File: config.mk
export PLATFORM = sky130hd
export DESIGN_NAME = multi_source_bit_deserializer
export DESIGN_NICKNAME = d
export VERILOG_FILES = /design/src/design/msbd_pkg.sv /design/src/design/multi_source_bit_deserializer.sv
export VERILOG_INCLUDE_DIRS = /design/src /design/src/design
export SDC_FILE = /design/constraint.sdc
export NUM_CORES = 1
export LEC_CHECK = 0
export BUFFER_PORTS_ARGS = -buffer_cell sky130_fd_sc_hd__buf_2
export CORE_UTILIZATION = 60
export CTS_CLUSTER_DIAMETER = 100
export DETAILED_ROUTE_END_ITERATION = 10
export HOLD_SLACK_MARGIN = 0.06
export PLACE_DENSITY_LB_ADDON = 0.05
export SETUP_SLACK_MARGIN = 0.2
export SLEW_MARGIN = 30
export SYNTH_ARGS = -nofsm -noshare
export SYNTH_HDL_FRONTEND = slang
export SYNTH_SLANG_ARGS = --single-unit
File: constraint.sdc
create_clock -name clk -period 13.4 [get_ports clk]
set_input_delay 2.68 -clock clk [delete_from_list [all_inputs] [get_ports clk]]
set_output_delay 2.68 -clock clk [all_outputs]
set_load 0.03 [all_outputs]
File: src/design/multi_source_bit_deserializer_macros.svh
// Assertion macros for the multi-source bit deserializer.
// Included by the RTL files that carry concurrent checks; no other dependencies.
`ifndef MULTI_SOURCE_BIT_DESERIALIZER_MACROS_SVH
`define MULTI_SOURCE_BIT_DESERIALIZER_MACROS_SVH

`ifndef ASSERT_OFF
// Clocked check, masked while reset is held.
`define MSBD_ASSERT(lbl, clk, rst_n, prop, msg) \
  lbl: assert property (@(posedge clk) disable iff (!rst_n) prop) else $error(msg);
// Clocked check that also holds during reset.
`define MSBD_ASSERT_ALWAYS(lbl, clk, prop, msg) \
  lbl: assert property (@(posedge clk) prop) else $error(msg);
`else
`define MSBD_ASSERT(lbl, clk, rst_n, prop, msg)
`define MSBD_ASSERT_ALWAYS(lbl, clk, prop, msg)
`endif

`endif

File: src/design/msbd_pkg.sv
// Shared types and constants for the multi-source bit deserializer.
// No dependencies; imported by the top level.
`timescale 1ns / 1ps
`default_nettype none

package msbd_pkg;

  localparam int SRC_W           = 22;
  localparam int SLOT_W          = 3;
  localparam int BYTE_W          = 8;
  localparam int CNT_W           = 3;
  localparam int MAX_SOURCES_DEF = 8;

  localparam logic [CNT_W-1:0]  LAST_BIT = 3'd7;
  localparam logic [BYTE_W-1:0] END_BYTE = 8'hFF;

  typedef enum logic [2:0] {
    KIND_REGISTERED = 3'd0,
    KIND_BIT_STORED = 3'd1,
    KIND_BYTE_DONE  = 3'd2,
    KIND_MSG_END    = 3'd3,
    KIND_TABLE_FULL = 3'd4,
    KIND_UNKNOWN    = 3'd5
  } kind_t;

  typedef struct packed {
    logic [SRC_W-1:0] source_id;
    logic             bit_value;
  } in_item_t;

  typedef struct packed {
    kind_t             result_kind;
    logic [SLOT_W-1:0] slot_index;
    logic [BYTE_W-1:0] byte_value;
  } out_item_t;

endpackage

`default_nettype wire

File: src/design/multi_source_bit_deserializer.sv
// Multi-source bit deserializer: slot table, per-source byte assembly.
// Depends on msbd_pkg and multi_source_bit_deserializer_macros.svh.
`timescale 1ns / 1ps
`default_nettype none

`include "multi_source_bit_deserializer_macros.svh"

// One bit request is taken every cycle while the output is not stalled, and
// each gives exactly one result. The request lands in an input register,
// then all MAX_SOURCES slots compare their source id in parallel, the lowest
// matching (or, for a new source, lowest free) slot is updated, and the
// result is loaded into the output register. A stalled output holds the
// input register, which then stalls the input channel. Bits are assembled
// LSB first; a completed 0xFF byte ends the message and frees the slot. A
// 1-bit from an unregistered source is reported and dropped. slot_index is
// the slot number modulo 8.
module multi_source_bit_deserializer
  import msbd_pkg::*;
#(
  parameter int MAX_SOURCES = MAX_SOURCES_DEF
) (
  input  wire logic      clk,
  input  wire logic      rst_n,
  input  wire logic      in_valid,
  output logic           in_stall,
  input  wire in_item_t  in_data,
  output logic           out_valid,
  input  wire logic      out_stall,
  output out_item_t      out_data
);

  localparam logic [MAX_SOURCES-1:0] ONE_V = MAX_SOURCES'(1);

  // Input register
  logic     s1_valid_r, s1_valid_nxt;
  in_item_t s1_data_r;
  logic     s1_adv;
  logic     in_accept;

  // Output register
  logic      out_valid_r, out_valid_nxt;
  out_item_t out_data_r, res;

  // Slot table
  logic [MAX_SOURCES-1:0] valid_r;
  logic [SRC_W-1:0]       src_r     [MAX_SOURCES];
  logic [BYTE_W-1:0]      partial_r [MAX_SOURCES];
  logic [CNT_W-1:0]       cnt_r     [MAX_SOURCES];

  logic [MAX_SOURCES-1:0] match, hit_oh, free_oh, claim_oh;
  logic [BYTE_W-1:0]      lane_acc  [MAX_SOURCES];
  logic                   hit_any, free_any, claim_any;
  logic [BYTE_W-1:0]      hit_acc;
  logic                   hit_last;
  logic [SLOT_W-1:0]      hit_idx, free_idx;
  logic                   msg_end;

  assign s1_adv    = s1_valid_r && (!out_valid_r || !out_stall);
  assign in_stall  = s1_valid_r && !s1_adv;
  assign in_accept = in_valid && !in_stall;

  always_comb begin
    s1_valid_nxt = s1_valid_r;
    if (in_accept) begin
      s1_valid_nxt = 1'b1;
    end else if (s1_adv) begin
      s1_valid_nxt = 1'b0;
    end
  end

  // Per-slot compare and accumulate, each lane on its own registers
  always_comb begin
    for (int i = 0; i < MAX_SOURCES; i++) begin
      match[i]    = valid_r[i] && (src_r[i] == s1_data_r.source_id);
      lane_acc[i] = partial_r[i] | (BYTE_W'(s1_data_r.bit_value) << cnt_r[i]);
    end
  end

  // Lowest set bit of the match vector, lowest clear bit of the valid vector
  assign hit_oh    = match & (~match + ONE_V);
  assign free_oh   = ~valid_r & (valid_r + ONE_V);
  assign hit_any   = |match;
  assign free_any  = |free_oh;
  assign claim_any = !hit_any && !s1_data_r.bit_value && free_any;
  assign claim_oh  = claim_any ? free_oh : '0;

  always_comb begin
    hit_acc  = '0;
    hit_last = 1'b0;
    hit_idx  = '0;
    free_idx = '0;
    for (int i = 0; i < MAX_SOURCES; i++) begin
      if (hit_oh[i]) begin
        hit_acc  = hit_acc | lane_acc[i];
        hit_last = hit_last | (cnt_r[i] == LAST_BIT);
        hit_idx  = hit_idx | SLOT_W'(i);
      end
      if (free_oh[i]) begin
        free_idx = free_idx | SLOT_W'(i);
      end
    end
  end

  assign msg_end = hit_any && hit_last && (hit_acc == END_BYTE);

  always_comb begin
    res = '{result_kind: KIND_UNKNOWN, slot_index: '0, byte_value: '0};
    priority if (hit_any) begin
      res.slot_index = hit_idx;
      priority if (!hit_last) begin
        res.result_kind = KIND_BIT_STORED;
      end else if (msg_end) begin
        res.result_kind = KIND_MSG_END;
      end else begin
        res.result_kind = KIND_BYTE_DONE;
        res.byte_value  = hit_acc;
      end
    end else if (s1_data_r.bit_value) begin
      res.result_kind = KIND_UNKNOWN;
    end else if (!free_any) begin
      res.result_kind = KIND_TABLE_FULL;
    end else begin
      res.result_kind = KIND_REGISTERED;
      res.slot_index  = free_idx;
    end
  end

  always_comb begin
    out_valid_nxt = out_valid_r;
    if (s1_adv) begin
      out_valid_nxt = 1'b1;
    end else if (out_valid_r && !out_stall) begin
      out_valid_nxt = 1'b0;
    end
  end

  always_ff @(posedge clk) begin
    if (!rst_n) begin
      s1_valid_r  <= 1'b0;
      out_valid_r <= 1'b0;
    end else begin
      s1_valid_r  <= s1_valid_nxt;
      out_valid_r <= out_valid_nxt;
    end
  end

  always_ff @(posedge clk) begin
    if (in_accept) begin
      s1_data_r <= in_data;
    end
    if (s1_adv) begin
      out_data_r <= res;
    end
  end

  // Slot occupancy: claim on registration, drop on message end
  always_ff @(posedge clk) begin
    if (!rst_n) begin
      valid_r <= '0;
    end else if (s1_adv) begin
      for (int i = 0; i < MAX_SOURCES; i++) begin
        if (claim_oh[i]) begin
          valid_r[i] <= 1'b1;
        end else if (hit_oh[i] && cnt_r[i] == LAST_BIT && lane_acc[i] == END_BYTE) begin
          valid_r[i] <= 1'b0;
        end
      end
    end
  end

  // Slot payload; always written when a slot is claimed
  always_ff @(posedge clk) begin
    if (s1_adv) begin
      for (int i = 0; i < MAX_SOURCES; i++) begin
        if (claim_oh[i]) begin
          src_r[i]     <= s1_data_r.source_id;
          partial_r[i] <= '0;
          cnt_r[i]     <= '0;
        end else if (hit_oh[i]) begin
          if (cnt_r[i] == LAST_BIT) begin
            partial_r[i] <= '0;
            cnt_r[i]     <= '0;
          end else begin
            partial_r[i] <= lane_acc[i];
            cnt_r[i]     <= cnt_r[i] + CNT_W'(1);
          end
        end
      end
    end
  end

  assign out_valid = out_valid_r;
  assign out_data  = out_data_r;

  `MSBD_ASSERT(a_claim_adds_slot, clk, rst_n, (s1_adv && claim_any) |=> ($countones(valid_r) == $past($countones(valid_r)) + 1), "registration did not occupy exactly one slot")
  `MSBD_ASSERT(a_end_frees_slot, clk, rst_n, (s1_adv && msg_end) |=> ($countones(valid_r) + 1 == $past($countones(valid_r))), "message end did not free exactly one slot")
  `MSBD_ASSERT(a_result_from_stage, clk, rst_n, $rose(out_valid_r) |-> $past(s1_adv), "result appeared without a request leaving the input register")
  `MSBD_ASSERT_ALWAYS(a_reset_empty, clk, (!rst_n) |=> (valid_r == '0 && !s1_valid_r && !out_valid_r), "reset did not clear the table and pipeline")

endmodule

`default_nettype wire

== Word-level counts from Yosys, hierarchy flattened ==
Memories as Yosys holds them, arrays and structs flattened.
Index checks and enable logic that the tools add are counted.
Word-level totals
  memories kept: 3
  output and inout bits: 16
  input bits: 27
  RAM bits: 264
  register bits after elaboration: 47
Memories
  src_r: depth 8, bits a word 22, rd ports 8, clocked after Yosys merged registers in 0, write ports 1, line multi_source_bit_deserializer.sv:46  | logic [SRC_W-1:0] src_r [MAX_SOURCES];
  partial_r: depth 8, bits a word 8, rd ports 8, clocked after Yosys merged registers in 0, write ports 1, line multi_source_bit_deserializer.sv:47  | logic [BYTE_W-1:0] partial_r [MAX_SOURCES];
  cnt_r: depth 8, bits a word 3, rd ports 8, clocked after Yosys merged registers in 0, write ports 1, line multi_source_bit_deserializer.sv:48  | logic [CNT_W-1:0] cnt_r [MAX_SOURCES];
Operators by class
  $add $sub $neg: 10
  bitwise operators: 60
  equality and inequality tests: 25
  muxes and demuxes: 257
  reduce and logical (&&, ||, !) cells: 81
  shift operators: 8
Operators by type and width (count)
  $mux 8: 32
  $eq 22x22->1: 8
  $mux 3: 57
  $mux 1: 156
  $mux 22: 7
  $reduce_or 22->1: 7
  $or 8x8->8: 15
  $eq 8x8->1 const B: 9
  $reduce_or 8->1: 9
  $shl 1x3->8: 8
  $or 1x1->1: 39
  $logic_and 1x1->1: 32
  $add 3x1->3 const B: 8
  $eq 3x3->1 const B: 8
  $reduce_or 3->1: 8
  $reduce_bool 2->1: 10
  $add 8x1->8 const B: 2
  $and 8x8->8: 2
  $not 8->8: 2
  $reduce_and 2->1: 8
  $mux 2: 4
  $logic_not 1->1: 6
  $mux 6: 1
  $not 1->1: 2
  $logic_or 1x1->1: 1

== Depth between registers and ports, before layout ==
An unclocked memory read counts as a cell.
  depth in word-level cells: 26
  mapped depth: 12
  depth with buffers taken out: 10

== Worst setup path before layout ==
Ideal clock, no wire load.
  kind: input port to flip-flop
  start point: in out_stall
  end point: mem cnt_r[5][0] (netlist: cnt_r[1][3]), enable pin
  path slack: 7.687 ns
  path buffers: 0
  arrival time: 5.360 ns
  data required time: 13.047 ns
  cell stages on the path: 6
  cells stage by stage: nand2_1 > nand2_1 > inv_2 > nand3_2 > nor3_1 > nand2b_1
On the way
  longest elaborated chain between the ends: 15
  elaborated cells on any way between the ends: 88
  those cells by class: 62 x mux; 16 x bitwise; 10 x reduce/logical
Ends and longest elaborated chain
  start, declared: line multi_source_bit_deserializer.sv:28  | input wire logic out_stall,
  $logic_not 1->1 *: line multi_source_bit_deserializer.sv:58  | assign s1_adv = s1_valid_r && (!out_valid_r || !out_stall);
  $logic_or 1x1->1 *: line multi_source_bit_deserializer.sv:58
  $logic_and 1x1->1 *: line multi_source_bit_deserializer.sv:58
  $mux 1: line multi_source_bit_deserializer.sv:173  | if (s1_adv) begin
  $mux 1, on equally long branches: line multi_source_bit_deserializer.sv:178, multi_source_bit_deserializer.sv:182
  $or 1x1->1 (no source line) (2 in a row)
  $reduce_or 3->1 (no source line)
  $mux 3 (no source line) or $mux 1 (tied branches) (7 in a row)
  end, declared: line multi_source_bit_deserializer.sv:48
Mark *: on every way between the ends. The rest lies on a longest branch, timed or not.

== Final worst setup path ==
  start point: in out_stall
  end point: out in_stall
On the way
  longest elaborated chain between the ends: 5
Ends and longest elaborated chain
  $logic_not 1->1: line multi_source_bit_deserializer.sv:58
  $logic_or 1x1->1: line multi_source_bit_deserializer.sv:58
  $logic_and 1x1->1: line multi_source_bit_deserializer.sv:58
  $logic_not 1->1: line multi_source_bit_deserializer.sv:59  | assign in_stall = s1_valid_r && !s1_adv;
  $logic_and 1x1->1: line multi_source_bit_deserializer.sv:59
  end, declared: line multi_source_bit_deserializer.sv:25  | output logic in_stall,
Every way passes these cells.

==> impl_metrics.tcl <==
set metrics [dict create \
    cts_inserted_buffers 34 \
    critPathKind "input port to output pin" \
    die_w_um 157 \
    yosysSeqAreaShare_pct 64.4 \
    gp_congestion 0.910 \
    clk_path_buf_depth 3 \
    first_iter_violations 637 \
    pin_count 43 \
    cp-start-kind "input port" \
    globalRouteOverflowTotal 0 \
    rows 56 \
    outcome "completed" \
    dp_cells 1416 \
    synth-async-reset-ratio_pct 0 \
    antenna_found_initial 0 \
    clk_pin_slew_worst_paths_ns 0.06 \
    p_total_mw 2.03 \
    cts_resized 0 \
    drc 0 \
    area_growth_pct 10.8 \
    setup_viol 0 \
    core_area_um2 23500 \
    synth_cell_types 68 \
    drv_cap 0 \
    vdd.ir_drop.worst_v 0.000145 \
    drv_slew 0 \
    dp_hpwl_um 19700 \
    fin_crit_sh_pct 43.9 \
    dieArea_um2 24500 \
    cts_sinks 311 \
    cts_root_buffer "clkbuf_16" \
    htreeDepth 2 \
    die_height_um 157 \
    cp_data_arrival_time_ns 3.21 \
    synth_warnings 0 \
    drt_pass1_iterations 5 \
    grt_max_degree 31 \
    syn_nets 1125 \
    synth_edf_count 301 \
    wl_per_cell_um 20.0 \
    hold_class "flip-flop to flip-flop" \
    skew_ns 0.00976 \
    crit_chain "buf_2, and3_1, buf_2" \
    cp_slowest_cell "and3_1" \
    nFillCells 1721 \
    critPathMaxStageDelay_ns 0.22 \
    vias_per_cell 5.81 \
    fin_setup_tns_ns 0 \
    relSlewSlack_pct 39.1 \
    vias 8547 \
    cts_hold_buf 0 \
    cts_setup_buffers 0 \
    fin_crit_ns 5.89 \
    power.leakage_nw 5.41 \
    layout-drive-gt1-share_pct 13.2 \
    synth-seq-cells 311 \
    wl_um 29400 \
    syn_inst 1082 \
    path_max_fanout 3 \
    cp_common_cell "buf_2" \
    power_density_nw_per_um2 128 \
    grt_usage_pct 25.0 \
    clk_latency_ns 0.51 \
    diodes 0 \
    fmax_mhz 170 \
    final_cells 1472 \
    tightest_slew_ns 0.913 \
    num-nets-final 1176 \
    worst_setup_path_end_kind "output pin" \
    grt_pass1_vias 8128 \
    ys.flop_type "edfxtp_1" \
    initial_core_util_pct 61.1 \
    avgSynthCellArea_um2 13.3 \
    final_antenna_net_count 0 \
    io_buffers 42 \
    hold_violations 0 \
    crit_required_ns 10.72 \
    syn_area_um2 14300 \
    rsz0062_at_grt "no" \
    cts_tree "done" \
    fin_hold_ws_ns 0.515 \
    grt_pass1_wl_um 45800 \
]
-- sequential cells by signal, summed over array words and instances (netlist names) --
name        count
partial_r      64
out_data       14
out_valid       1
cnt_r          24
s1_data_r      23
s1_valid_r      1
valid_r         8
src_r         176
-- placed cells by master (no fill, tap or decap), types with 20 or more instances in the layout --
master     Yosys  layout
a21oi_1       44      44
a31oi_1       26      26
buf_2         11      43
buf_4          7      20
clkbuf_16      0      34
edfxtp_1     301     301
inv_1         39      39
nand2_1       27      27
nand3_1       20      20
nand4_1       39      39
nor2_1       124     120
nor2b_1       28      27
nor4_1        26      26
xnor2_1       98      98
xor2_1        78      78
-- synth_stat cells, types with 10 or more instances --
library cell / instances / share of area, %
buf_6: 10 / 0.78
nor3_1: 12 / 0.42
nand3_1: 20 / 0.70
inv_1: 39 / 1.0
nor4_1: 26 / 1.1
buf_2: 11 / 0.38
a21oi_1: 44 / 1.5
xor2_1: 78 / 4.8
edfxtp_1: 301 / 63
dfxtp_1: 10 / 1.4
xnor2_1: 98 / 6.0
nor2_1: 124 / 3.2
nor2b_1: 28 / 1.2
ha_1: 16 / 1.4
a31oi_1: 26 / 1.1
nand2_1: 27 / 0.71
o21ai_0: 13 / 0.45
clkbuf_1: 19 / 0.50
nand4_1: 39 / 1.7
-- layout make-up --
class | count | area, um^2 | area share, %
inverter | 40 | 150 | 0.944
timing repair buffer | 63 | 365 | 2.30
sequential | 311 | 9240 | 58.1
multi-input combinational | 683 | 4710 | 29.6
tap | 319 | 399 | 2.51
clock buffer | 48 | 923 | 5.81
clock inverter | 8 | 114 | 0.716
-- where the power goes --
| group | internal [mW] | leakage [nW] | switching (mW) |
|---|---|---|---|
| clock network | 0.520 | 0.503 | 0.352 |
| registers | 1.07 | 2.81 | 0.0156 |
| logic | 0.0270 | 2.10 | 0.0444 |
| total | 1.62 | 5.41 | 0.412 |
-- worst max-delay path, delay by kind of cell --
kind                   cells  cell delay, ns
buffers and inverters      2            0.31
AND/OR/NAND/NOR            1            0.22
-- cell families after synthesis --
family,synth area share (%)
flops,64.4
mux,1.19
fa+ha+maj,1.40
compound gates,6.60
simple gates,12.6
xor+xnor,10.7
buf+inv,3.10
-- through the flow --
step	setup WS, ns	instance area, um^2	utilization [%]
floorplan	7.69	14300	-
global placement	7.54	14800	63.2
detailed placement	7.51	14900	63.3
CTS	7.51	15900	67.7
global route	7.50	15900	67.7
finish	7.51	15900	67.7
-- layer usage --
layer  vias to the layer above  track usage [%]  part of all wire [%]
li1                       4089                -                     -
met1                      4167             34.7                    45
met2                       233             40.3                    47
met3                        58             3.90                   5.2
met4                         0             8.50                   2.7
met5                         -                0                     0
-- path summary, 6_finish.rpt --
kind	end	start	slack, ns	depth (start not counted)
hold / removal	out_valid	s1_valid_r	0.52	2
hold reg to reg	out_valid	s1_valid_r	0.52	2
setup / recovery	in_stall	out_stall	7.51	3
setup reg to reg	partial_r[1][16]	s1_data_r[14]	8.93	11
No activity file was read; power rests on OpenSTA's default activity.
